## config.mk

```make
export PLATFORM = sky130hd
export DESIGN_NAME = masked_marginal_sum
export DESIGN_NICKNAME = d
export VERILOG_FILES = /design/src/sv/mms_pkg.sv /design/src/sv/mms_pattern_dec.sv /design/src/sv/mms_index_counter.sv /design/src/sv/mms_accum.sv /design/src/sv/masked_marginal_sum.sv
export SDC_FILE = /design/constraint.sdc
export NUM_CORES = 2
export LEC_CHECK = 0
export BUFFER_PORTS_ARGS = -buffer_cell sky130_fd_sc_hd__clkbuf_2
export CORE_ASPECT_RATIO = 0.75
export CORE_MARGIN = 2
export CORE_UTILIZATION = 50
export DETAILED_ROUTE_END_ITERATION = 10
export GPL_TIMING_DRIVEN = 0
export PLACE_DENSITY = 0.66
export SYNTH_ARGS = -nofsm -noshare
export SYNTH_HDL_FRONTEND = slang
export SYNTH_SLANG_ARGS = --single-unit
```

## constraint.sdc

```tcl
create_clock -name clk_i -period 12.93 [get_ports clk_i]
set_input_delay 1.293 -clock clk_i [delete_from_list [all_inputs] [get_ports clk_i]]
set_output_delay 1.293 -clock clk_i [all_outputs]
set_load 0.02 [all_outputs]
```

## src/sv/mms_pkg.sv

```systemverilog
// ----------------------------------------------------------------------------
// mms_pkg
// Shared widths, types and helpers of the masked marginal sum block.
// ----------------------------------------------------------------------------
package mms_pkg;

  localparam int unsigned POSITIONS    = 8;
  localparam int unsigned MAX_ALPHABET = 4;

  localparam int unsigned VALUE_W = 32;
  localparam int unsigned SUM_W   = 40;
  localparam int unsigned COUNT_W = 17;
  localparam int unsigned MASK_W  = 8;
  localparam int unsigned WORD_W  = 16;
  localparam int unsigned RADIX_W = 3;
  localparam int unsigned DIGIT_W = $clog2(MAX_ALPHABET);
  localparam int unsigned RANK_W  = $clog2(POSITIONS);

  localparam int unsigned CFG_IDX_W  = 2;
  localparam int unsigned CFG_DATA_W = 16;

  // Configuration register indexes.
  localparam logic [CFG_IDX_W-1:0] REG_POSITION_MASK = 2'd0;
  localparam logic [CFG_IDX_W-1:0] REG_FIXED_WORD    = 2'd1;
  localparam logic [CFG_IDX_W-1:0] REG_ALPHABET_SIZE = 2'd2;

  localparam logic [RADIX_W-1:0] RADIX_MIN    = 3'd2;
  localparam logic [RADIX_W-1:0] RADIX_BINARY = 3'd2;
  localparam logic [RADIX_W-1:0] RADIX_TERNARY = 3'd3;
  localparam logic [RADIX_W-1:0] RADIX_MAX    = RADIX_W'(MAX_ALPHABET);

  typedef logic [DIGIT_W-1:0]                digit_t;
  typedef digit_t [POSITIONS-1:0]            digits_t;

  // Control of one processing step in the accumulate stage.
  typedef struct packed {
    logic go;
    logic last;
  } step_t;

  function automatic logic [RADIX_W-1:0] clamp_radix(input logic [RADIX_W-1:0] a);
    logic [RADIX_W-1:0] r;
    r = a;
    if (a < RADIX_MIN) begin
      r = RADIX_MIN;
    end else if (a > RADIX_MAX) begin
      r = RADIX_MAX;
    end
    return r;
  endfunction

  function automatic longint unsigned pow3(input int unsigned k);
    longint unsigned p;
    p = 1;
    for (int unsigned j = 0; j < k; j++) begin
      p = p * 3;
    end
    return p;
  endfunction

endpackage

```

## src/sv/mms_pattern_dec.sv

```systemverilog
// ----------------------------------------------------------------------------
// mms_pattern_dec
// Registered decoder of the pattern letters from fixed_word and position_mask.
// ----------------------------------------------------------------------------
module mms_pattern_dec (
  input  logic                              clk_i,
  input  logic                              rst_ni,
  input  logic [mms_pkg::RADIX_W-1:0]       radix_i,
  input  logic [mms_pkg::MASK_W-1:0]        mask_i,
  input  logic [mms_pkg::WORD_W-1:0]        word_i,
  output mms_pkg::digits_t                  pattern_o
);
  import mms_pkg::*;

  logic [WORD_W-1:0] quot [POSITIONS];
  digits_t           raw;
  digits_t           pat_d;
  digits_t           pat_q;

  // Remainder by three: base-4 digits sum to the same residue.
  function automatic digit_t mod3(input logic [WORD_W-1:0] v);
    logic [4:0] s;
    logic [2:0] t;
    s = '0;
    for (int j = 0; j < WORD_W / 2; j++) begin
      s = s + 5'(v[2*j +: 2]);
    end
    t = 3'(s[1:0]) + 3'(s[3:2]) + 3'(s[4]);
    if (t >= 3'd6) begin
      t = t - 3'd6;
    end else if (t >= 3'd3) begin
      t = t - 3'd3;
    end
    return digit_t'(t);
  endfunction

  // Each quotient word / 3^k is a multiply by a rounded-up reciprocal,
  // exact for every 16-bit word.
  for (genvar k = 0; k < POSITIONS; k++) begin : g_quot
    localparam longint unsigned Div   = pow3(k);
    localparam int unsigned     Shift = WORD_W + $clog2(Div);
    localparam longint unsigned Recip = ((64'd1 << Shift) + Div - 1) / Div;
    logic [63:0] prod;
    assign prod    = 64'(word_i) * 64'(Recip);
    assign quot[k] = WORD_W'(prod >> Shift);
  end

  always_comb begin
    for (int k = 0; k < POSITIONS; k++) begin
      unique case (radix_i)
        RADIX_BINARY:  raw[k] = digit_t'(word_i[k]);
        RADIX_TERNARY: raw[k] = mod3(quot[k]);
        default:       raw[k] = word_i[DIGIT_W*k +: DIGIT_W];
      endcase
    end
  end

  // Masked positions take pattern digits in ascending order.
  always_comb begin
    logic [RANK_W:0] rank;
    rank = '0;
    for (int i = 0; i < POSITIONS; i++) begin
      if (mask_i[i]) begin
        pat_d[i] = raw[rank[RANK_W-1:0]];
        rank     = rank + 1'b1;
      end else begin
        pat_d[i] = '0;
      end
    end
  end

  always_ff @(posedge clk_i or negedge rst_ni) begin
    if (!rst_ni) begin
      pat_q <= '0;
    end else begin
      pat_q <= pat_d;
    end
  end

  assign pattern_o = pat_q;

endmodule

```

## src/sv/mms_index_counter.sv

```systemverilog
// ----------------------------------------------------------------------------
// mms_index_counter
// Mixed-radix index counter with pattern latch and match detection.
// ----------------------------------------------------------------------------
module mms_index_counter (
  input  logic                              clk_i,
  input  logic                              rst_ni,
  input  mms_pkg::step_t                    step_i,
  input  logic [mms_pkg::RADIX_W-1:0]       radix_i,
  input  logic [mms_pkg::MASK_W-1:0]        mask_i,
  input  mms_pkg::digits_t                  pattern_dec_i,
  output logic                              match_o
);
  import mms_pkg::*;

  digits_t idx_q, idx_d, adv;
  digits_t pat_q, pat_d;
  digits_t pat_now;
  logic    at_zero;

  assign at_zero = (idx_q == '0);
  // The pattern is taken afresh at the first entry of every wrap.
  assign pat_now = at_zero ? pattern_dec_i : pat_q;

  always_comb begin
    match_o = 1'b1;
    for (int i = 0; i < POSITIONS; i++) begin
      if (mask_i[i] && (idx_q[i] != pat_now[i])) begin
        match_o = 1'b0;
      end
    end
  end

  always_comb begin
    logic                carry;
    logic [RADIX_W-1:0]  d;
    carry = 1'b1;
    adv   = idx_q;
    for (int i = 0; i < POSITIONS; i++) begin
      d = RADIX_W'(idx_q[i]) + 1'b1;
      if (carry) begin
        if (d < radix_i) begin
          adv[i] = DIGIT_W'(d);
          carry  = 1'b0;
        end else begin
          adv[i] = '0;
        end
      end
    end
  end

  always_comb begin
    idx_d = idx_q;
    pat_d = pat_q;
    if (step_i.go) begin
      idx_d = step_i.last ? '0 : adv;
      if (at_zero) begin
        pat_d = pattern_dec_i;
      end
    end
  end

  always_ff @(posedge clk_i or negedge rst_ni) begin
    if (!rst_ni) begin
      idx_q <= '0;
      pat_q <= '0;
    end else begin
      idx_q <= idx_d;
      pat_q <= pat_d;
    end
  end

endmodule

```

## src/sv/mms_accum.sv

```systemverilog
// ----------------------------------------------------------------------------
// mms_accum
// Saturating accumulator of matching entries and their count.
// ----------------------------------------------------------------------------
module mms_accum (
  input  logic                              clk_i,
  input  logic                              rst_ni,
  input  mms_pkg::step_t                    step_i,
  input  logic                              match_i,
  input  logic [mms_pkg::VALUE_W-1:0]       value_i,
  output logic [mms_pkg::SUM_W-1:0]         fin_sum_o,
  output logic [mms_pkg::COUNT_W-1:0]       fin_count_o,
  output logic                              fin_ovf_o
);
  import mms_pkg::*;

  logic [SUM_W-1:0]   sum_q, sum_d;
  logic [COUNT_W-1:0] cnt_q, cnt_d;
  logic               ovf_q, ovf_d;
  logic [SUM_W:0]     add;

  assign add = {1'b0, sum_q} + (SUM_W + 1)'(value_i);

  // Running totals including the entry now in the stage when it matches.
  always_comb begin
    fin_sum_o   = sum_q;
    fin_count_o = cnt_q;
    fin_ovf_o   = ovf_q;
    if (match_i) begin
      fin_sum_o = add[SUM_W] ? '1 : add[SUM_W-1:0];
      fin_ovf_o = ovf_q | add[SUM_W];
      if (cnt_q != '1) begin
        fin_count_o = cnt_q + 1'b1;
      end
    end
  end

  always_comb begin
    sum_d = sum_q;
    cnt_d = cnt_q;
    ovf_d = ovf_q;
    if (step_i.go) begin
      if (step_i.last) begin
        sum_d = '0;
        cnt_d = '0;
        ovf_d = 1'b0;
      end else begin
        sum_d = fin_sum_o;
        cnt_d = fin_count_o;
        ovf_d = fin_ovf_o;
      end
    end
  end

  always_ff @(posedge clk_i or negedge rst_ni) begin
    if (!rst_ni) begin
      sum_q <= '0;
      cnt_q <= '0;
      ovf_q <= 1'b0;
    end else begin
      sum_q <= sum_d;
      cnt_q <= cnt_d;
      ovf_q <= ovf_d;
    end
  end

endmodule

```

## src/sv/masked_marginal_sum.sv

```systemverilog
// ----------------------------------------------------------------------------
// masked_marginal_sum
// Marginal sum of a streamed probability table over a masked letter pattern.
// ----------------------------------------------------------------------------
// The block takes one table entry per cycle while in_stall_o is low. Each
// entry is registered at the input; from the input register its index
// digits are compared with the pattern and its value is added to the
// saturating sum. The result of a pass is loaded into an output register
// when the entry marked last leaves the input register. The input stalls
// only when a last entry waits behind a result that is still held by
// the downstream stall. The pattern letters are decoded by a registered
// decoder (a reciprocal multiply for ternary words) from the configuration
// registers and latched at the first entry of each pass. Configuration
// writes are always ready.
module masked_marginal_sum (
  input  logic                              clk_i,
  input  logic                              rst_ni,
  input  logic                              in_valid_i,
  output logic                              in_stall_o,
  input  logic [mms_pkg::VALUE_W-1:0]       prob_value_i,
  input  logic                              last_entry_i,
  output logic                              out_valid_o,
  input  logic                              out_stall_i,
  output logic [mms_pkg::SUM_W-1:0]         marginal_sum_o,
  output logic [mms_pkg::COUNT_W-1:0]       match_count_o,
  output logic                              sum_overflow_o,
  input  logic                              cfg_valid_i,
  output logic                              cfg_ready_o,
  input  logic [mms_pkg::CFG_IDX_W-1:0]     cfg_index_i,
  input  logic [mms_pkg::CFG_DATA_W-1:0]    cfg_data_i
);
  import mms_pkg::*;

  logic [MASK_W-1:0]  mask_q;
  logic [WORD_W-1:0]  word_q;
  logic [RADIX_W-1:0] alpha_q;
  logic [RADIX_W-1:0] radix;

  logic               in_vld_q;
  logic [VALUE_W-1:0] in_value_q;
  logic               in_last_q;
  logic               in_accept;

  logic               out_vld_q;
  logic [SUM_W-1:0]   out_sum_q;
  logic [COUNT_W-1:0] out_cnt_q;
  logic               out_ovf_q;

  step_t              step;
  digits_t            pattern_dec;
  logic               match;
  logic [SUM_W-1:0]   fin_sum;
  logic [COUNT_W-1:0] fin_count;
  logic               fin_ovf;

  assign cfg_ready_o = 1'b1;

  always_ff @(posedge clk_i or negedge rst_ni) begin
    if (!rst_ni) begin
      mask_q  <= '0;
      word_q  <= '0;
      alpha_q <= RADIX_MIN;
    end else if (cfg_valid_i) begin
      unique case (cfg_index_i)
        REG_POSITION_MASK: mask_q  <= cfg_data_i[MASK_W-1:0];
        REG_FIXED_WORD:    word_q  <= cfg_data_i[WORD_W-1:0];
        REG_ALPHABET_SIZE: alpha_q <= cfg_data_i[RADIX_W-1:0];
        default: ;
      endcase
    end
  end

  assign radix = clamp_radix(alpha_q);

  // Only a last entry needs the result register, so only it can wait.
  assign step.last  = in_last_q;
  assign step.go    = in_vld_q && !(in_last_q && out_vld_q && out_stall_i);
  assign in_stall_o = in_vld_q && !step.go;
  assign in_accept  = in_valid_i && !in_stall_o;

  always_ff @(posedge clk_i or negedge rst_ni) begin
    if (!rst_ni) begin
      in_vld_q <= 1'b0;
    end else if (in_accept) begin
      in_vld_q <= 1'b1;
    end else if (step.go) begin
      in_vld_q <= 1'b0;
    end
  end

  always_ff @(posedge clk_i) begin
    if (in_accept) begin
      in_value_q <= prob_value_i;
      in_last_q  <= last_entry_i;
    end
  end

  mms_pattern_dec u_pattern_dec (
    .clk_i     (clk_i),
    .rst_ni    (rst_ni),
    .radix_i   (radix),
    .mask_i    (mask_q),
    .word_i    (word_q),
    .pattern_o (pattern_dec)
  );

  mms_index_counter u_index_counter (
    .clk_i         (clk_i),
    .rst_ni        (rst_ni),
    .step_i        (step),
    .radix_i       (radix),
    .mask_i        (mask_q),
    .pattern_dec_i (pattern_dec),
    .match_o       (match)
  );

  mms_accum u_accum (
    .clk_i       (clk_i),
    .rst_ni      (rst_ni),
    .step_i      (step),
    .match_i     (match),
    .value_i     (in_value_q),
    .fin_sum_o   (fin_sum),
    .fin_count_o (fin_count),
    .fin_ovf_o   (fin_ovf)
  );

  always_ff @(posedge clk_i or negedge rst_ni) begin
    if (!rst_ni) begin
      out_vld_q <= 1'b0;
    end else if (step.go && step.last) begin
      out_vld_q <= 1'b1;
    end else if (!out_stall_i) begin
      out_vld_q <= 1'b0;
    end
  end

  always_ff @(posedge clk_i) begin
    if (step.go && step.last) begin
      out_sum_q <= fin_sum;
      out_cnt_q <= fin_count;
      out_ovf_q <= fin_ovf;
    end
  end

  assign out_valid_o    = out_vld_q;
  assign marginal_sum_o = out_sum_q;
  assign match_count_o  = out_cnt_q;
  assign sum_overflow_o = out_ovf_q;

endmodule
```

Yosys cells after proc, flatten, opt, wreduce, memory -nomap -nowiden
Cells that the tools add are included.
{ "op_classes": {"n_mux": 105, "mul": 7, "n_lt_le_gt_ge": 33, "eq_ne": 15, "n_reduce_logical": 36, "add_sub_neg": 86, "bitwise": 1} }
{ "ops": {"columns": ["cell", "n"], "rows": [
  ["multiplier 16 x 17 -> 33 bit (second input constant)", 4],
  ["adder 5 x 2 -> 5 bit", 25],
  ["two-way mux 40 bit", 3],
  ["two-way mux 2 bit", 47],
  ["multiplier 16 x 16 -> 32 bit (second input constant)", 2],
  ["two-way mux 17 bit", 3],
  ["adder 2 x 2 -> 3 bit", 16],
  ["binary-select mux 2 bit (select 3 bit)", 7],
  ["adder 40 x 32 -> 41 bit", 1],
  ["two-way mux 16 bit", 2],
  ["one-hot mux 2 bit (2 select lines)", 8],
  ["subtractor 2 bit (second input constant)", 16],
  ["multiplier 16 x 15 -> 31 bit (second input constant)", 1],
  ["two-way mux 1 bit", 28],
  ["adder 2 x 1 -> 3 bit (second input constant)", 9],
  ["adder 5 x 1 -> 5 bit", 5],
  ["adder 3 x 1 -> 3 bit", 8],
  ["greater-or-equal comparator 3 x 2 -> 1 bit (second input constant)", 8],
  ["greater-or-equal comparator 3 bit (second input constant)", 8],
  ["< comparator 3 bit", 8],
  ["< comparator 3 x 4 -> 1 bit (second input constant)", 6],
  ["two-way mux 3 bit", 7],
  ["AND reduction 2 bit", 10],
  ["adder 17 x 1 -> 17 bit (second input constant)", 1],
  ["other kinds (18)", 50]
]} }
{ "totals": {"word_cells": 320, "out_inout_bits": 61, "reg_bits": 226, "inputBits": 56} }

Logic depth before layout (Yosys ltp)
{ "logic_depth": {"ltp_word": 17, "depth_mapped": 43, "depth_no_buf": 43} }

Hierarchy
Synthesis repeated with hierarchy kept, for this count alone.
{ "unflattened": {"hier_cells": 4141, "hier_area_um2": 43326.6} }
{ "by_module_without_submodules": {"columns": ["mod", "seq_area_each_um2", "cells_each", "area_each_um2", "n_inst"], "rows": [
  ["mms_pattern_dec", 400.4, 3093, 31675.4, 1],
  ["mms_accum", 1451.4, 649, 5392.7, 1],
  ["masked_marginal_sum", 3459.6, 166, 3895.0, 1],
  ["mms_index_counter", 800.8, 233, 2363.5, 1]
]} }

Worst setup path before layout
No wires, ideal clock.
{ "synth_path": {"kind": "register -> register", "from": "reg word_q[14]", "to": "reg u_pattern_dec.pat_q, in the netlist u_pattern_dec.pattern_o[15]", "required_time_ns": 12.810, "path_slack_ns": 1.371, "setup_time_ns": 0.120, "path_buffers": 0, "t_arrival_ns": 11.439, "period_less_slack_ns": 11.559, "path_stages_with_launch": 41, "cell_sequence": "dfrtp_1 -> inv_1 -> ha_1 -> inv_1 -> fa_1 -> inv_1 -> fa_1 -> xnor2_1 -> ha_1 -> fa_1 -> inv_1 -> fa_1 -> inv_1 -> ha_1 -> a21o_1 -> a21oi_1 -> o221ai_1 -> or3_1 -> (+5 left out) -> inv_1 -> fa_1 -> inv_1 -> ha_1 -> fa_1 -> inv_1 -> fa_1 -> inv_1 -> fa_1 -> ha_1 -> o22a_1 -> o32ai_1 -> a21oi_1 -> nand3_1 -> o21ai_0 -> mux4_1 -> mux2i_1 -> nor2b_1"} }
{ "synth_rtl": {"columns": ["element", "line", "source"], "rows": [
  ["start: declaration", "masked_marginal_sum.sv:35", "logic [WORD_W-1:0] word_q;"],
  ["start signal: assignment", "masked_marginal_sum.sv:66", "REG_FIXED_WORD: word_q <= cfg_data_i[WORD_W-1:0];"],
  ["end signal: assignment", "mms_pattern_dec.sv:76", "pat_q <= pat_d;"],
  ["end: declaration", "mms_pattern_dec.sv:18", "digits_t pat_q;"]
]} }

==> summary.txt <==
Critical path
  – Worst Setup Start Kind: flip-flop
  – CP max-delay cell: ha_2
  – Largest driver fanout on the critical path: 19
  – Type of the worst setup path: flip-flop to flip-flop
  – Kind of end point of the critical path: flip-flop
  – Worst flop-to-flop path startpoint: word_q[10]
  – Setup slack, reg-to-reg: 0.28 ns
  – Required time worst endpoint: about 13 ns
  – Delay of the slowest cell on the worst path: 0.60 ns
  – Worst reg2reg endpoint: u_pattern_dec.pattern_o[6]
  – Cell mode on critical path: fa_1
  – Logic depth of the worst register-to-register path: 40
  – Arrival time at the worst endpoint: about 13 ns

Placement
  – Estimated wirelength of the detail-placed design: approximately 94 mm
  – Cell count after placement: roughly 5.3k
  – Place WS: -1.27 ns
  – Number of port buffers: 115
  – Final estimated routing congestion in global placement: 0.968

Logic synthesis
  – Gate count after technology mapping: between 4k and 5k
  – Number of warnings reported in the yosys synthesis log: 0
  – Most frequent cell after synthesis: inv_1
  – Share of flip-flops with an asynchronous set or reset: 0.597
  – Largest area contributor in the synthesized netlist: fa_1
  – Cell types with the highest counts after synthesis: inv_1 (914), ha_1 (877), fa_1 (637)
  – Top cells by area in the synthesized netlist: fa_1 (30%), ha_1 (26%), inv_1 (8.1%)
  – Post-Synthesis Cell Area: roughly 42000 um2
  – Count of distinct cell types in the synthesized netlist: between 80 and 90
  – Number of synthesized flops with an enable pin: 91
  – Per-instance average area after synthesis: roughly 11 um2
  – FF+latch count, synth: about 230
  – Post-synth net total: 5581
  – Area fraction of the dominant cell type after synthesis: 0.300
  – Most common flop cell mapped by yosys: dfrtp_1
  – Register area share after synthesis: 0.144

Global route
  – Via count of the first global-routing pass: 29.8k
  – Pin count of the biggest net entering global routing: about 100
  – First-pass GRT wire length: approximately 180 mm
  – Number of antenna violations at the first check in global routing: 2
  – Remaining global-route overflow: 0
  – Overall Global Routing Usage: 0.272

Min path
  – Tightest Hold Check Type: flip-flop to flip-flop
  – End of the worst hold path: u_accum.cnt_q[11]
  – HP Start: u_accum.cnt_q[11]
  – Number of cells on the worst hold path: 1

Floorplan
  – Starting density of the core: 0.505
  – Num rows: a little over 90
  – I/O pin count: approximately 120
  – Height of the chip: 256 um
  – Die extent in x: around 340 um
  – Core Footprint: around 84000 um2
  – Die footprint: 87300 um2

Drt
  – Number of design-rule violations left by the first detailed-router iteration: 2358
  – Total number of vias: ~29k
  – Iteration count of the initial detailed-routing pass: 6
  – Detail-routed net length per standard cell: 21.8 um
  – Number of nets still failing antenna checks after routing: 0
  – Detailed-route vias per instance: approximately 5.5
  – DRC: 0
  – Routed Wire Length: around 120 mm

Cells and area
  – Filler cell count: 7432
  – Number of nets in the finished design: 5750
  – Ratio of cells with drive above 1 in the final layout: 0.0792
  – Signed area change from the synthesized netlist to the final layout: 7.78%
  – Final std cells w/o fill: approximately 5.3k

Run status
  – Result of the run: completed

STA
  – Final Max Slew Viols: 0
  – Final critical-path required period: between 10 and 15 ns
  – Number of hold-slack violations in the final timing report: 0
  – Worst-margin pin slew: approximately 1.1 ns
  – Max transition margin: 0.245
  – Portion of the clock cycle consumed by the worst path in the final layout: 0.978
  – Upper clock frequency limit: 79.1 MHz
  – Final number of setup-violating endpoints: 0
  – Largest clock skew in the final design: 0.0223 ns
  – Worst Slack Setup Final: around 0.28 ns

Clock network
  – Clock tree root driver cell: clkbuf_16
  – Cts bufs inserted: 21
  – Number of clock sinks seen by CTS: around 230
  – Later-pin clock latency in the skew report: approximately 0.54 ns
  – # hold bufs at CTS: 0
  – Register clock-pin slew on the reported worst setup and hold paths: ~0.070 ns
  – Max Buffers Root-to-Sink: 3
  – Number of H-tree levels: 1
  – CTS tree: yes

Flow run
  – MaxCap Viol Count: 0
==> sequential cells by signal, indices dropped and copies added (netlist names) <==
signal	count
u_accum.cnt_q	17
match_count_o	17
u_index_counter.idx_q	16
u_index_counter.pat_q	16
u_pattern_dec.pattern_o	16
u_accum.sum_q	40
in_last_q	1
out_valid_o	1
in_value_q	32
sum_overflow_o	1
marginal_sum_o	40
word_q	16
u_accum.ovf_q	1
alpha_q	3
mask_q	8
in_vld_q	1
==> worst max-delay path, delay by kind of cell, from the launching register on <==
kind,cells,cell delay [ns]
AND/OR/NAND/NOR,4,0.58
buffers and inverters,8,0.96
AO/OA/AOI/OAI,11,2.97
XOR/XNOR,2,0.27
multiplexers,1,0.34
adder cells (fa/ha/maj),14,6.77
flip-flops,1,0.58
==> per-stage QoR <==
| stage | cell area, um2 | setup TNS [ns] | hold slack [ns] | util |
|---|---|---|---|---|
| final | 45800 | 0 | 0.488 | 0.545 |
| after global routing | 45800 | -0.0100 | 0.494 | 0.545 |
| after CTS | 45500 | 0 | 0.480 | 0.541 |
| after detailed placement | 44800 | -13.16 | 0.469 | 0.533 |
| after global placement | 44500 | -22.28 | 0.463 | 0.529 |
| after floorplan | 42500 | 0 | 0.438 | - |
==> kinds of logic (layout without fill, tap and decap cells) <==
group / after synthesis / count (layout) / synth area share
AO/OA/AOI/OAI: 553 / 553 / 0.0866
flip-flops: 226 / 226 / 0.144
multiplexers: 98 / 98 / 0.0319
buffers and inverters: 967 / 1150 / 0.0865
adder cells (fa/ha/maj): 1514 / 1514 / 0.559
other: 1 / 4 / 0.0000883
XOR/XNOR: 166 / 166 / 0.0364
AND/OR/NAND/NOR: 486 / 486 / 0.0560
==> how the worst max path moves through the flow <==
stage                     from                          end  slack [ns]  cells after the start
floorplan           word_q[14]  u_pattern_dec.pattern_o[15]        1.37                     40
global placement     word_q[5]   u_pattern_dec.pattern_o[6]       -1.96                     41
detailed placement   word_q[5]  u_pattern_dec.pattern_o[14]       -1.27                     41
CTS                 word_q[10]   u_pattern_dec.pattern_o[6]        0.07                     40
global route         word_q[8]  u_pattern_dec.pattern_o[15]      -0.008                     41
finish              word_q[10]   u_pattern_dec.pattern_o[6]        0.28                     40
==> metal layers <==
layer | wire, um | GRT usage | up-vias
met5 | 13 | 0 | -
met4 | 1720 | 0.0466 | 2
met3 | 13500 | 0.102 | 100
met2 | 47500 | 0.381 | 1112
met1 | 53300 | 0.403 | 14600
li1 | - | - | 13600
==> cell usage in the layout, fill, tap and decap left out, types with 20 or more instances in the layout <==
cell type | Yosys | routed
nand2_1 | 119 | 119
mux2i_1 | 34 | 34
a31oi_1 | 26 | 26
inv_1 | 914 | 906
nand4_1 | 28 | 28
a211oi_1 | 29 | 28
xnor2_1 | 111 | 111
a21o_1 | 62 | 62
o21ai_0 | 111 | 110
clkbuf_16 | 0 | 21
nor3_1 | 38 | 38
buf_4 | 5 | 23
ha_1 | 877 | 859
o21a_1 | 21 | 21
xor2_1 | 50 | 49
nand3_1 | 40 | 40
a22o_1 | 20 | 20
and2_1 | 23 | 22
mux2_2 | 44 | 44
edfxtp_1 | 91 | 91
dfrtp_1 | 134 | 118
a21oi_1 | 132 | 131
nor2b_1 | 30 | 30
fa_1 | 637 | 634
and3_1 | 24 | 24
nor2_1 | 123 | 123
clkbuf_1 | 29 | 31
clkbuf_2 | 1 | 115
==> final cells by class <==
type,count,area [um2],share of cell area
antenna,3,7.51,0.000164
buffer,51,236,0.00517
clock buffer,23,533,0.0116
clock inverter,14,168,0.00366
inverter,916,3460,0.0757
multi-input combinational,2818,32800,0.717
sequential,226,6140,0.134
tap,1128,1410,0.0308
timing repair buffer,146,987,0.0216
==> what timing repair did <==
item,CTS,global route
buffers inserted,1,17
gates resized for setup,11,33
hold endpoints to repair,0,0
endpoints found under the setup margin,12,13
Power is not shown: default switching activity piles up to over one toggle a cycle in this logic, so the estimate is an artifact.
